### src/hdl/chd_pkg.sv
// chd_pkg: shared types and constants of the compass heading drive
// no dependencies

package chd_pkg;

  localparam int QDEPTH = 4;
  localparam int QAW    = $clog2(QDEPTH);

  localparam logic [9:0]  DEG_FULL = 10'd360;
  localparam logic [9:0]  DEG_HALF = 10'd180;
  localparam logic [13:0] ACC_MAX  = 14'd1023;
  localparam logic [7:0]  CH_ZERO  = 8'd48;
  localparam logic [7:0]  CH_NINE  = 8'd57;

  localparam logic [8:0]  TARGET_RST = 9'd268;
  localparam logic [7:0]  GAIN_RST   = 8'd38;
  localparam logic [12:0] BASE_RST   = 13'd3456;
  localparam logic [14:0] LIMIT_RST  = 15'd6500;

  typedef enum logic [1:0] {
    REG_TARGET = 2'd0,
    REG_GAIN   = 2'd1,
    REG_BASE   = 2'd2,
    REG_LIMIT  = 2'd3
  } chd_reg_t;

  typedef struct packed {
    logic [8:0]  target_heading;
    logic [7:0]  gain;
    logic [12:0] base_speed;
    logic [14:0] drive_limit;
  } chd_cfg_t;

  typedef struct packed {
    logic full;
    logic empty;
  } chd_qstat_t;

  typedef struct packed {
    logic [15:0] right_duty;
    logic        right_forward;
    logic [15:0] left_duty;
    logic        left_forward;
    logic [8:0]  heading_error;
    logic [8:0]  heading;
  } chd_result_t;

endpackage

### src/hdl/chd_front.sv
// chd_front: parses received characters into completed headings
// depends on chd_pkg

module chd_front import chd_pkg::*; (
  input  logic        clk,
  input  logic        rst_n,
  input  logic        byte_acc,
  input  logic [7:0]  rx_byte,
  output logic        push,
  output logic [8:0]  push_heading
);

  logic        in_number_r, in_number_nxt;
  logic [9:0]  acc_r, acc_nxt;
  logic        digit;
  logic [3:0]  dval;
  logic [13:0] acc_ext;

  assign digit   = (rx_byte >= CH_ZERO) && (rx_byte <= CH_NINE);
  assign dval    = 4'(rx_byte - CH_ZERO);
  assign acc_ext = ({4'd0, acc_r} << 3) + ({4'd0, acc_r} << 1) + {10'd0, dval};

  always_comb begin
    in_number_nxt = in_number_r;
    acc_nxt       = acc_r;
    push          = 1'b0;
    if (byte_acc) begin
      if (!in_number_r) begin
        if (digit) begin
          in_number_nxt = 1'b1;
          acc_nxt       = {6'd0, dval};
        end
      end else if (digit) begin
        acc_nxt = (acc_ext > ACC_MAX) ? ACC_MAX[9:0] : acc_ext[9:0];
      end else begin
        in_number_nxt = 1'b0;
        acc_nxt       = 10'd0;
        push          = (acc_r < DEG_FULL);
      end
    end
  end

  assign push_heading = acc_r[8:0];

  always_ff @(posedge clk) begin
    if (!rst_n) begin
      in_number_r <= 1'b0;
      acc_r       <= 10'd0;
    end else begin
      in_number_r <= in_number_nxt;
      acc_r       <= acc_nxt;
    end
  end

endmodule

### src/hdl/chd_queue.sv
// chd_queue: short heading queue between parser and drive pipeline
// depends on chd_pkg

module chd_queue import chd_pkg::*; (
  input  logic       clk,
  input  logic       rst_n,
  input  logic       push,
  input  logic [8:0] push_data,
  input  logic       pop,
  output logic [8:0] pop_data,
  output chd_qstat_t stat
);

  logic [8:0]   mem_r [QDEPTH];
  logic [QAW-1:0] wr_r, rd_r;
  logic [QAW:0]   cnt_r;

  assign stat.full  = (cnt_r == (QAW+1)'(QDEPTH));
  assign stat.empty = (cnt_r == '0);
  assign pop_data   = mem_r[rd_r];

  always_ff @(posedge clk) begin
    if (push) begin
      mem_r[wr_r] <= push_data;
    end
  end

  always_ff @(posedge clk) begin
    if (!rst_n) begin
      wr_r  <= '0;
      rd_r  <= '0;
      cnt_r <= '0;
    end else begin
      if (push) begin
        wr_r <= wr_r + 1'b1;
      end
      if (pop) begin
        rd_r <= rd_r + 1'b1;
      end
      if (push && !pop) begin
        cnt_r <= cnt_r + 1'b1;
      end else if (pop && !push) begin
        cnt_r <= cnt_r - 1'b1;
      end
    end
  end

endmodule

### src/hdl/chd_back.sv
// chd_back: heading error, gain multiply, clamp and wheel drive pipeline
// depends on chd_pkg

module chd_back import chd_pkg::*; (
  input  logic        clk,
  input  logic        rst_n,
  input  chd_cfg_t    cfg,
  input  chd_qstat_t  qstat,
  input  logic [8:0]  q_heading,
  output logic        pop,
  output logic        res_valid,
  input  logic        res_ready,
  output chd_result_t res
);

  // stage 1: error
  logic              s1_v_r;
  logic [8:0]        s1_hd_r;
  logic signed [8:0] s1_err_r;
  // stage 2: product
  logic              s2_v_r;
  logic [8:0]        s2_hd_r;
  logic signed [8:0] s2_err_r;
  logic signed [17:0] s2_prod_r;
  // stage 3: output
  logic              out_v_r;
  chd_result_t       out_r, out_nxt;

  logic out_adv, s2_adv, s1_adv;

  assign out_adv = !out_v_r || res_ready;
  assign s2_adv  = !s2_v_r || out_adv;
  assign s1_adv  = !s1_v_r || s2_adv;
  assign pop     = !qstat.empty && s1_adv;

  logic [9:0]         h10, t10, d_up, d_dn;
  logic signed [10:0] e11;

  always_comb begin
    h10  = {1'b0, q_heading};
    t10  = {1'b0, cfg.target_heading};
    d_up = t10 - h10;
    d_dn = h10 - t10;
    if (t10 >= h10) begin
      if (d_up >= DEG_HALF) begin
        e11 = $signed({1'b0, DEG_FULL}) - $signed({1'b0, d_up});
      end else begin
        e11 = -$signed({1'b0, d_up});
      end
    end else begin
      if (d_dn > DEG_HALF) begin
        e11 = $signed({1'b0, d_dn}) - $signed({1'b0, DEG_FULL});
      end else begin
        e11 = $signed({1'b0, d_dn});
      end
    end
  end

  logic signed [17:0] prod;
  assign prod = $signed({10'd0, cfg.gain}) * $signed({{9{s1_err_r[8]}}, s1_err_r});

  logic signed [17:0] lim, rv, base, lw, rw;

  always_comb begin
    lim  = $signed({3'd0, cfg.drive_limit});
    base = $signed({5'd0, cfg.base_speed});
    if (s2_prod_r < -lim) begin
      rv = -lim;
    end else if (s2_prod_r > lim) begin
      rv = lim;
    end else begin
      rv = s2_prod_r;
    end
    if (s2_err_r >= 0) begin
      lw = base - rv;
      rw = base;
    end else begin
      lw = base;
      rw = base + rv;
    end
    out_nxt.heading       = s2_hd_r;
    out_nxt.heading_error = s2_err_r;
    out_nxt.left_forward  = !lw[17];
    out_nxt.left_duty     = lw[17] ? 16'(-lw) : lw[15:0];
    out_nxt.right_forward = !rw[17];
    out_nxt.right_duty    = rw[17] ? 16'(-rw) : rw[15:0];
  end

  always_ff @(posedge clk) begin
    if (s1_adv) begin
      s1_hd_r  <= q_heading;
      s1_err_r <= e11[8:0];
    end
    if (s2_adv) begin
      s2_hd_r   <= s1_hd_r;
      s2_err_r  <= s1_err_r;
      s2_prod_r <= prod;
    end
    if (out_adv) begin
      out_r <= out_nxt;
    end
  end

  always_ff @(posedge clk) begin
    if (!rst_n) begin
      s1_v_r  <= 1'b0;
      s2_v_r  <= 1'b0;
      out_v_r <= 1'b0;
    end else begin
      if (s1_adv) begin
        s1_v_r <= pop;
      end
      if (s2_adv) begin
        s2_v_r <= s1_v_r;
      end
      if (out_adv) begin
        out_v_r <= s2_v_r;
      end
    end
  end

  assign res_valid = out_v_r;
  assign res       = out_r;

endmodule

### src/hdl/compass_heading_drive.sv
// compass_heading_drive: heading parser and proportional differential drive
// depends on chd_pkg, chd_front, chd_queue, chd_back
//
//  port group | dir | word
//  in_        | in  | rx_byte
//  out_       | out | heading, heading_error, wheel directions and duties
//  cfg_       | in  | target, gain, base speed, drive limit
//
// one byte per cycle while in_tready is high; queued headings feed the pipeline
// pipeline: error, gain multiply, clamp and wheel adds, each one register
// rst_n is synchronous; config registers return to their documented defaults
// in_tready drops only while the four-entry heading queue is full

module compass_heading_drive import chd_pkg::*; (
  input  logic        clk,
  input  logic        rst_n,
  input  logic        in_tvalid,
  output logic        in_tready,
  input  logic [7:0]  in_tdata,   // rx_byte
  output logic        out_tvalid,
  input  logic        out_tready,
  // heading, heading_error, left_forward, left_duty, right_forward, right_duty
  output logic [55:0] out_tdata,
  input  logic        cfg_we,
  input  logic [1:0]  cfg_addr,
  input  logic [14:0] cfg_wdata
);

  chd_cfg_t    cfg_r;
  chd_qstat_t  qstat;
  chd_result_t res;
  logic        push, pop, byte_acc;
  logic [8:0]  push_heading, q_heading;

  always_ff @(posedge clk) begin
    if (!rst_n) begin
      cfg_r.target_heading <= TARGET_RST;
      cfg_r.gain           <= GAIN_RST;
      cfg_r.base_speed     <= BASE_RST;
      cfg_r.drive_limit    <= LIMIT_RST;
    end else if (cfg_we) begin
      unique case (chd_reg_t'(cfg_addr))
        REG_TARGET: cfg_r.target_heading <= cfg_wdata[8:0];
        REG_GAIN:   cfg_r.gain           <= cfg_wdata[7:0];
        REG_BASE:   cfg_r.base_speed     <= cfg_wdata[12:0];
        REG_LIMIT:  cfg_r.drive_limit    <= cfg_wdata[14:0];
        default: ;
      endcase
    end
  end

  assign in_tready = !qstat.full;
  assign byte_acc  = in_tvalid && in_tready;

  chd_front u_front (
    .clk          (clk),
    .rst_n        (rst_n),
    .byte_acc     (byte_acc),
    .rx_byte      (in_tdata),
    .push         (push),
    .push_heading (push_heading)
  );

  chd_queue u_queue (
    .clk       (clk),
    .rst_n     (rst_n),
    .push      (push),
    .push_data (push_heading),
    .pop       (pop),
    .pop_data  (q_heading),
    .stat      (qstat)
  );

  chd_back u_back (
    .clk       (clk),
    .rst_n     (rst_n),
    .cfg       (cfg_r),
    .qstat     (qstat),
    .q_heading (q_heading),
    .pop       (pop),
    .res_valid (out_tvalid),
    .res_ready (out_tready),
    .res       (res)
  );

  assign out_tdata = {4'd0, res};

endmodule

### config.mk
export PLATFORM = sky130hd
export DESIGN_NAME = compass_heading_drive
export DESIGN_NICKNAME = d
export VERILOG_FILES = /design/src/hdl/chd_pkg.sv /design/src/hdl/chd_front.sv /design/src/hdl/chd_queue.sv /design/src/hdl/chd_back.sv /design/src/hdl/compass_heading_drive.sv
export SDC_FILE = /design/constraint.sdc
export NUM_CORES = 1
export LEC_CHECK = 0
export ABC_CLOCK_PERIOD_IN_PS = 11000
export BUFFER_PORTS_ARGS = -buffer_cell sky130_fd_sc_hd__buf_2
export CORE_MARGIN = 2
export CORE_UTILIZATION = 30
export DETAILED_ROUTE_END_ITERATION = 8
export HOLD_SLACK_MARGIN = 0.03
export PLACE_DENSITY = 0.49
export SLEW_MARGIN = 0
export SYNTH_ARGS = -nofsm -noshare
export SYNTH_HDL_FRONTEND = slang
export SYNTH_HIERARCHICAL = 1
export SYNTH_SLANG_ARGS = --single-unit
### constraint.sdc
create_clock -name clk -period 11 [get_ports clk]
set_input_delay 1.1 -clock clk [delete_from_list [all_inputs] [get_ports clk]]
set_output_delay 1.1 -clock clk [all_outputs]
set_load 0.005 [all_outputs]
# Yosys cells after proc, flatten, opt, wreduce, memory -nomap -nowiden
# Memories as Yosys holds them, arrays and structs flattened. A register that Yosys moved wholly into a read port is not among the register bits.
# Cells that the tools add are included.
[totals] ff_bits=172 ram_bits=36 out_inout_bits=58 wordCells=105 n_memories=1
[mem_list] memory="u_queue.mem_r" words=4 word_bits=9 read_ports=1 rd_ports_with_merged_regs=1 wr=1 line_no="chd_queue.sv:14" text="logic [8:0] mem_r [QDEPTH];"
[op_classes] add_sub_neg=17 mul=1 magnitude_cmp=10 n_eq_ne=4 muxes=23 reduce_logical=26
[ops] cell="2-to-1 mux 18 bit" n=4
[ops] cell="2-to-1 mux 10 bit" n=4
[ops] cell="2-to-1 mux 16 bit" n=2
[ops] cell="negator 16 bit" n=2
[ops] cell="2-to-1 mux 9 bit" n=3
[ops] cell="subtractor 9 x 9 -> 10 bit" n=2
[ops] cell="adder 14 x 18 -> 18 bit" n=1
[ops] cell="> comparator 18 x 16 -> 1 bit" n=1
[ops] cell="less-than comparator 18 bit" n=1
[ops] cell="multiplier 9 x 9 -> 18 bit" n=1
[ops] cell="negator 15 -> 18 bit" n=1
[ops] cell="subtractor 14 x 18 -> 18 bit" n=1
[ops] cell="adder 13 x 11 -> 14 bit" n=1
[ops] cell="adder 14 x 4 -> 14 bit" n=1
[ops] cell="> comparator 14 x 10 -> 1 bit, second input constant" n=1
[ops] cell=">= comparator 10 x 8 -> 1 bit, second input constant" n=1
[ops] cell="> comparator 10 x 8 -> 1 bit, second input constant" n=1
[ops] cell="less-than comparator 10 x 9 -> 1 bit, second input constant" n=1
[ops] cell="AND reduction 2 bit" n=5
[ops] cell=">= comparator 9 x 1 -> 1 bit, second input constant" n=1
[ops] cell=">= comparator 9 bit" n=1
[ops] cell="logical NOT 1 bit" n=9
[ops] cell="negator 9 bit" n=1
[ops] cell="subtractor 9 bit, first input constant" n=1
[ops] cell="18 further kinds" n=34

# Longest topological paths before layout
# Gate-level depths: netlist (run 1).
[logic_depth] word_depth=9 ltp_mapped=31 ltp_nobuf=29

# Cells and area by module
# The synthesis (run 1) kept the hierarchy.
[modules_own_cells] module="chd_back" n_inst=1 cells_per_inst=1125 area_per_inst_um2=10716.5 seq_area_each_um2=3243.1
[modules_own_cells] module="compass_heading_drive" n_inst=1 cells_per_inst=185 area_per_inst_um2=1821.7 seq_area_each_um2=900.9
[modules_own_cells] module="chd_queue" n_inst=1 cells_per_inst=90 area_per_inst_um2=1745.4 seq_area_each_um2=1261.2
[modules_own_cells] module="chd_front" n_inst=1 cells_per_inst=138 area_per_inst_um2=1193.6 seq_area_each_um2=220.2

# Worst setup path before layout (run 1)
# Ideal clock, no wire load.
[synth_timing] kind="register -> register" from="register cfg_r[2] (netlist name)" to="register u_back.out_r (netlist bit u_back/res[34]) (data pin)" setup_time_ns=0.260 arrival_ns=6.538 path_slack_ns=4.202 path_stages_with_launch=29 n_path_buf=4 period_less_slack_ns=6.798 path_cell_list="dfxtp_1 or3_4 or3_4 or3_1 buf_6 nor3_4 xnor2_1 ha_1 nand4_1 nor2_1 and2_1 a211o_1 and2_1 buf_2 clkbuf_1 o21ai_0 a221o_1 ha_1 clkbuf_1 nor2_1 a221o_1 a31o_2 a221oi_1 xnor2_1 o21ai_0 or4_1 nor4_1 a31oi_2 xor2_1"
[synth_lines] item="start: declaration" line_no="compass_heading_drive.sv:29" text="chd_cfg_t cfg_r;"
[synth_lines] item="end signal: assignment" line_no="chd_back.sv:100" text="out_r <= out_nxt;"
[synth_lines] item="end: declaration" line_no="chd_back.sv:27" text="chd_result_t out_r, out_nxt;"

==> metrics.md, run 1 <==
| Metric | Value |
|---|---|
| DRC Markers | `0` |
| Core area | `51200 um2` |
| GRT Util Overall | `14.1%` |
| Final Cycle Share | `74.4%` |
| Endpoint type of the worst setup path | `flip-flop` |
| Final worst-path setup slack | `2.82 ns` |
| Clk pin slew, worst setup/hold paths | `0.06 ns` |
| Synth top area share | `27.6%` |
| Initial Util | `30.2%` |
| Vias | `11048` |
| Setup Buffers After CTS | `0` |
| CP top delay family | `simple AND/OR/NAND/NOR gates` |
| Leading post-synthesis cells by cell area | `edfxtp_1 (28%), ha_1 (13%), dfxtp_1 (8.8%)` |
| Synth Instances | `1538` |
| Cts hold-fix bufs | `0` |
| LEAKAGE | `7.54 nW` |
| Number of synthesized flops with an enable pin | `142` |
| Antenna cells | `0` |
| Vias in the first global route | `11033` |
| Core Util, Final | `33.7%` |
| Root Buffer | `clkbuf_16` |
| Status | `completed` |
| Syn. warnings | `6` |
| Adder-Cell Fraction of Synth Area | `19.6%` |
| Top FF cell, synth | `edfxtp_1` |
| Hold violation count in the final report | `0` |
| First-pass GRT wire length | `60.3 mm` |
| Cell Area, Synth | `15500 um2` |
| Layout area overhead | `11.6%` |
| Tot Pwr | `5.46 mW` |
| Crit path launch type | `flip-flop` |
| Fraction of registers with async set/reset | `0%` |
| I/O Buffers | `83` |
| CTS-repair resized insts | `0` |
| Via density | `4.83` |
| Yosys reg bits | `210` |
| Share of cells above drive strength 1 | `10.3%` |
| Area leader, netlist | `edfxtp_1` |
| Die area | `53400 um2` |
| Unrepaired setup endpoints after global routing | `false` |
| FMAX | `0.122 GHz` |
| TritonCTS clock tree | `done` |
| Post-route ant nets | `0` |
| Setup TNS Final | `0 ns` |
| Dpl cells | `2243` |
| Pin count of the biggest net entering global routing | `70` |
| Layout Nets | `1833` |
| Setup slack at placement | `2.92 ns` |
| Mux contribution to synthesized area | `4.83%` |
| Synth Area in Simple Gates | `14.7%` |
| CP Buf/Inv Count | `0` |
| Max H-tree Level | `1` |
| Pwr/cell area | `316 nW/um2` |
| Pin slew with the least headroom to its limit | `1.12 ns` |
| Clk sinks | `210` |
| Dpl hpwl | `28.9 mm` |
| Post-Route WL | `37.6 mm` |
| Complex-gate fraction of the synthesized area | `12.1%` |
| Max Buffers Root-to-Sink | `3` |
| Final setup violation count | `0` |
| Layout Cells excl Fill | `2289` |
| Fin. max-slew vios | `0` |
| CP required | `11.29 ns` |
| Critical path type | `flip-flop to flip-flop` |
| Worst Hold Class | `flip-flop to flip-flop` |
| Mean Syn Cell Area | `10.1 um2` |
| Worst stage delay on the critical path | `0.62 ns` |
| Slew headroom | `25.3%` |
| IO Pins | `88` |
| Die span in x | `231 um` |
| Vert. Die Dim | `231 um` |
| Combinational family with the most area after synthesis | `adder cells` |
| Per-cell routed wire length | `16.4 um` |
| Fin crit period | `8.18 ns` |
| Worst path slowest cell | `or4_1` |
| CP Max Fanout | `18` |
| Max cap viols | `0` |
| Row cnt | `83` |
| RD Place Congestion | `0.843` |
| Max VDD drop | `199 uV` |
| Antenna violations before repair | `0` |
| Clk_skew | `0.0190 ns` |
| Xor/xnor share of the synthesized area | `6.22%` |
| TritonCTS buffer count | `26` |
| Sequential share of the synthesized area | `36.3%` |
| Worst-skew pair later-pin latency | `0.56 ns` |
| GRT overflow | `0` |
| Drt first pass iters | `7` |
| 1st-iter DRT viols | `756` |
| Critical path arrival | `8.48 ns` |
| Library cells used by synthesis | `85` |
-- through the flow --
| step | cell area [um2] | hold slack [ns] |
|---|---|---|
| after floorplan | 15500 | 0.400 |
| after global placement | 16400 | 0.402 |
| after detailed placement | 16400 | 0.406 |
| after CTS | 17300 | 0.420 |
| after global routing | 17300 | 0.424 |
| final | 17300 | 0.417 |
-- logic make-up (layout without fill, tap and decap cells) --
kind of cell             after synthesis  in the layout
AND/OR/NAND/NOR                      451            451
AO/OA/AOI/OAI                        272            272
other                                  1              4
buffers and inverters                219            287
multiplexers                          63             63
XOR/XNOR                             110            110
adder cells (fa/ha/maj)              212            212
flip-flops                           210            210
-- cell usage in the layout (no fill, tap or decap), types with 19 or more instances in the layout --
cell type	count
ha_1	162
nand2_1	157
inv_1	152
edfxtp_1	142
buf_2	83
nor2_1	78
xnor2_1	70
dfxtp_1	68
a21oi_1	57
o21ai_0	55
mux2i_1	50
fa_1	50
and2_1	44
xor2_1	40
nor2b_1	33
clkbuf_16	27
nor3_1	24
nand2b_1	19
a21o_1	19
-- power breakdown --
group	switching [mW]	internal (mW)
sequential	0.172	1.23
combinational	1.80	1.41
clock	0.343	0.507
total	2.31	3.15
-- path summary, 6_finish.rpt --
kind / cells past startpoint / from / slack [ns] / to
max reg2reg: 25 / cfg_r[2] / 2.82 / u_back/res[34]
max: 25 / cfg_r[2] / 2.82 / u_back/res[34]
min reg2reg: 0 / u_back/s1_hd_r[4] / 0.42 / u_back/s2_hd_r[4]
min: 0 / u_back/s1_hd_r[4] / 0.42 / u_back/s2_hd_r[4]
-- worst reg2reg max path, stage by stage (launching register included) --
cell      delay [ns]
dfxtp_1         0.38
or3_4           0.42
or3_4           0.38
nor3_1          0.46
nand2_1         0.18
xnor2_1         0.17
ha_1            0.29
a41oi_1         0.16
a21oi_1         0.07
and2_1          0.16
a211o_1         0.31
nand2_1         0.50
nor2_1          0.45
and2_0          0.28
a221o_1         0.30
ha_1            0.48
nor2_1          0.11
a221o_1         0.33
a31o_2          0.25
a221oi_1        0.40
xnor2_1         0.17
o21ai_0         0.16
or4_1           0.62
nor4_1          0.51
a31oi_2         0.17
xor2_1          0.20
-- cells in the mapped netlist (14+ instances only) --
cell type	count
a21o_1	19
a21oi_1	57
and2_1	44
buf_4	16
clkbuf_1	31
dfxtp_1	68
edfxtp_1	142
fa_1	50
ha_1	162
inv_1	153
mux2i_1	50
nand2_1	158
nand2b_1	19
nand3_1	17
nor2_1	78
nor2b_1	33
nor3_1	24
o21ai_0	55
o21bai_1	14
xnor2_1	70
xor2_1	40
-- state kept, by name, indices dropped and copies added, names as in the netlist, 2 cells and up, named ones only --
name and count:
cfg_r 45, u_back/res 52, u_back/s1_err_r 9, u_back/s1_hd_r 9, u_back/s2_err_r 9, u_back/s2_hd_r 9, u_back/s2_prod_r 18, u_front/acc_r 10
u_queue/cnt_r 3, u_queue/mem_r 36, u_queue/rd_r 2, u_queue/wr_r 2
-- layer usage --
metal	track usage [%]	part of all wire, %	vias to the layer above
met1	19.2	48	5328
met5	0	0	-
met3	1.83	3.6	45
met2	23.5	46	206
met4	3.57	2.4	0
li1	-	-	5469
-- cell type report --
cell class | instances | area, um2
fillers | 5246 | 33900
multi-input cells | 1112 | 8900
flip-flops and latches | 210 | 5630
well taps | 680 | 851
clock buffers | 33 | 712
inverters | 154 | 578
repair buffers | 87 | 445
clock inverters | 13 | 153
Power figures use the tool's default switching activity.
==> run 2: changes to the inputs <==
- ABC_AREA: unset -> 1
- ABC_CLOCK_PERIOD_IN_PS: 11000 -> 7150
- PLACE_DENSITY: 0.49 -> 0.51
- clock period: 11 -> 7.15 ns (I/O delays scaled with it)
==> run 2 against run 1 <==
Net effect: critical path depth increased by 13; non-clock buffer count unchanged; clock power increased by 55%; total power increased by 77%; worst hold slack got worse by 0.035 ns; sequential share of layout area decreased by 1.8 points; first-iteration DRC count decreased by 3.8%; critical path type unchanged.
==> metrics.md, run 2 <==
| Metric | Value |
|---|---|
| Clk sinks | `210 (unchanged)` |
| TritonCTS clock tree | `done` |
| Commonest non-fill, non-tap cell in the layout | `nand2_1` |
| Endpoint type of the worst setup path | `flip-flop` |
| Share of cells above drive strength 1 | `9.73% (-0.59 points)` |
| CP Buf/Inv Count | `6 (+6)` |
| Via density | `4.67 (-3.3%)` |
| Cts hold-fix bufs | `0 (unchanged)` |
| Clk_skew | `0.0112 ns (-0.00772 ns)` |
| Worst path slowest cell | `ha_1` |
| Max Buffers Root-to-Sink | `3 (unchanged)` |
| Post-Route WL | `43.2 mm (+15%)` |
| Worst-skew pair later-pin latency | `0.57 ns (about the same)` |
| Vias in the first global route | `13019 (+18%)` |
| Antenna cells | `0 (unchanged)` |
| Dpl hpwl | `33.6 mm (+16%)` |
| GRT overflow | `0 (unchanged)` |
| I/O Buffers | `83 (unchanged)` |
| Pin count of the biggest net entering global routing | `59 (-16%)` |
| Critical path type | `flip-flop to flip-flop` |
| Final Cycle Share | `87.1% (+13 points)` |
| Sequential share of the synthesized area | `34.1% (-2.2 points)` |
| CP top delay family | `simple AND/OR/NAND/NOR gates` |
| Leading post-synthesis cells by cell area | `edfxtp_1 (26%), ha_1 (12%), nand2_1 (12%)` |
| CTS-repair resized insts | `0 (unchanged)` |
| Mean Syn Cell Area | `7.75 um2 (-23%)` |
| Hold violation count in the final report | `0 (unchanged)` |
| Setup Buffers After CTS | `0 (unchanged)` |
| Max cap viols | `0 (unchanged)` |
| Die area | `56900 um2 (+6.4%)` |
| Library cells used by synthesis | `48 (-44%)` |
| Per-cell routed wire length | `15.0 um (-8.9%)` |
| Setup TNS Final | `0 ns (unchanged)` |
| Area leader, netlist | `edfxtp_1` |
| Start of the worst register-to-register path | `cfg_r[0]` |
| Max reg flops | `52 (unchanged)` |
| Layout Nets | `2411 (+32%)` |
| Worst R2R Setup Slack | `0.93 ns (-1.89 ns)` |
| Fraction of registers with async set/reset | `0% (unchanged)` |
| Status | `completed` |
| Max VDD drop | `391 uV (+97%)` |
| Drt first pass iters | `5 (-2)` |
| Clk pin slew, worst setup/hold paths | `0.06 ns (about the same)` |
| Layout area overhead | `10.8%` |
| Cell Area, Synth | `16500 um2 (+6.5%)` |
| Syn. warnings | `6 (unchanged)` |
| 1st-iter DRT viols | `727 (-3.8%)` |
| IO Pins | `88 (unchanged)` |
| Internal Power | `4.96 mW (+57%)` |
| Top FF cell, synth | `edfxtp_1` |
| Yosys reg bits | `210 (unchanged)` |
| Synth top area share | `25.9% (-1.7 points)` |
| Crit path from | `cfg_r[0]` |
| Row cnt | `85 (+2.4%)` |
| Worst hold slack | `0.382 ns (-0.0353 ns)` |
| Crit-path most repeated cell | `nand2_1` |
| Vias | `13469 (+22%)` |
| GRT Util Overall | `15.2% (+1.1 points)` |
| Max H-tree Level | `1 (unchanged)` |
| TritonCTS buffer count | `27 (+3.8%)` |
| Fin crit period | `6.22 ns (-1.96 ns)` |
| First-pass GRT wire length | `69.5 mm (+15%)` |
| CP Max Fanout | `27 (+9)` |
| Worst stage delay on the critical path | `0.55 ns (-0.07 ns)` |
| Vert. Die Dim | `238 um (+3.2%)` |
| Sw Pwr | `4.71 mW (+100%)` |
| Fin. max-slew vios | `0 (unchanged)` |
| Hold Path Depth | `3 (+3)` |
| Slew headroom | `30.6% (+5.3 points)` |
| Pin slew with the least headroom to its limit | `1.04 ns (-0.0778 ns)` |
| Clock share of power | `13.6% (-2.0 points)` |
| R2R depth | `38 (+52%)` |
| Pwr/cell area | `529 nW/um2 (+67%)` |
| Final setup violation count | `0 (unchanged)` |
| Die span in x | `238 um (+3.2%)` |
| Post-route ant nets | `0 (unchanged)` |
| Core area | `54100 um2 (+5.7%)` |
| Reg2reg end | `u_back/res[31]` |
| Unrepaired setup endpoints after global routing | `false` |
| Switching Share | `48.7% (+6.4 points)` |
| Crit path launch type | `flip-flop` |
| Worst Hold Class | `input port to flip-flop` |
| Number of synthesized flops with an enable pin | `142 (unchanged)` |
| Synth top cells by count | `nand2_1 (534), inv_1 (344), nor2_1 (177)` |
| Crit path to | `u_back/res[31]` |
| DRC Markers | `0 (unchanged)` |
| Antenna violations before repair | `1 (+1)` |
| RD Place Congestion | `0.951 (+13%)` |
| Synth Instances | `2127 (+38%)` |
| Commonest cells after routing, fill and taps aside | `nand2_1 (533), inv_1 (344), nor2_1 (177), ha_1 (162), edfxtp_1 (142)` |
| Initial Util | `30.5% (+0.23 points)` |
| LEAKAGE | `9.11 nW (+21%)` |
| Critical path arrival | `6.54 ns (-1.94 ns)` |
| Root Buffer | `clkbuf_16` |
| CP Depth | `38 (+52%)` |
| Sequential Power Share | `22.8% (-2.9 points)` |
| FMAX | `0.161 GHz (+31%)` |
| CP required | `7.47 ns (-3.82 ns)` |
| Combinational fraction of design power | `63.5% (+4.8 points)` |
| Count leader, synth | `nand2_1` |
## run 2: changes by cell type after synthesis, sizes merged, moves of 33 or more
| cell | before | now |
|---|---|---|
| inv | 154 | 354 |
| and2 | 53 | 2 |
| nor2b | 33 | 0 |
| nand2 | 158 | 548 |
| o21ai | 67 | 130 |
| mux2i | 50 | 0 |
| xnor2 | 70 | 14 |
| nor2 | 78 | 194 |
| nand3 | 17 | 138 |
## run 2: metrics by stage
stage / setup WS, ns / total power, mW / util [%] / area [um2] / cells
4_1_cts: 0.910 / 9.80 / 33.7 / 18300 / 2886
2_1_floorplan: 1.85 / 6.84 / - / 16500 / 2130
3_3_place_gp: 1.02 / 8.31 / 32.1 / 17400 / 2836
6_report: 0.926 / 9.67 / 33.7 / 18300 / 2886
5_1_grt: 0.175 / 10.8 / 33.7 / 18300 / 2886
3_5_place_dp: 0.929 / 8.39 / 32.1 / 17400 / 2836
## run 2: worst min path at each step
stage                    endpoint               start  slack (ns)
global route            cfg_r[14]       cfg_wdata[14]        0.38
floorplan           u_back/res[0]   u_back/s2_hd_r[0]        0.40
finish                  cfg_r[13]       cfg_wdata[13]        0.38
detailed placement  u_back/res[9]  u_back/s2_err_r[0]        0.41
global placement    u_back/res[2]   u_back/s2_hd_r[2]        0.41
CTS                     cfg_r[13]       cfg_wdata[13]        0.36
## run 2: worst register-to-register path: cells and delay by family, from the launching register on
kind | cells | cell delay, ns
simple gates | 24 | 2.90
fa+ha+maj | 3 | 1.00
buf+inv | 6 | 0.79
flops | 1 | 0.32
compound gates | 5 | 0.97
## run 2: power groups by stage
| stage | clock [mW] | combinational, mW | sequential, mW |
|---|---|---|---|
| 3_3_place_gp | 0 | 6.07 | 2.24 |
| 2_1_floorplan | 0 | 4.74 | 2.10 |
| 4_1_cts | 1.37 | 6.20 | 2.22 |
| 5_1_grt | 1.42 | 7.13 | 2.26 |
| 6_report | 1.32 | 6.14 | 2.21 |
| 3_5_place_dp | 0 | 6.15 | 2.24 |
## run 2: layer usage
layer / share of wire, % / up-vias / GRT usage [%]
met3: 4.3 / 54 / 2.26
met5: 0.030 / - / 0
met4: 1.8 / 2 / 3.09
li1: - / 6889 / -
met1: 46 / 6262 / 20.2
met2: 48 / 262 / 26.3
## run 2: cells by family (layout without fill, tap and decap cells)
kind of cell	count (synthesis)	in the layout	share of synthesized area, %
DFF	210	210	34.1
and+or+nand+nor	951	951	24.7
AOI/OAI and AO/OA	258	258	8.80
buffers and inverters	431	491	10.6
adders and majority gates	212	212	18.4
xor gates and xnor gates	64	64	3.40
other	1	4	0.0227
## run 2: cell type report
class	instances	area [um2]
Multi-Input combinational cell	1489	9120
Fill cell	5702	35900
Clock buffer	33	729
Timing Repair Buffer	87	445
Sequential cell	210	5630
Clock inverter	17	138
Tap cell	696	871
Inverter	354	1340
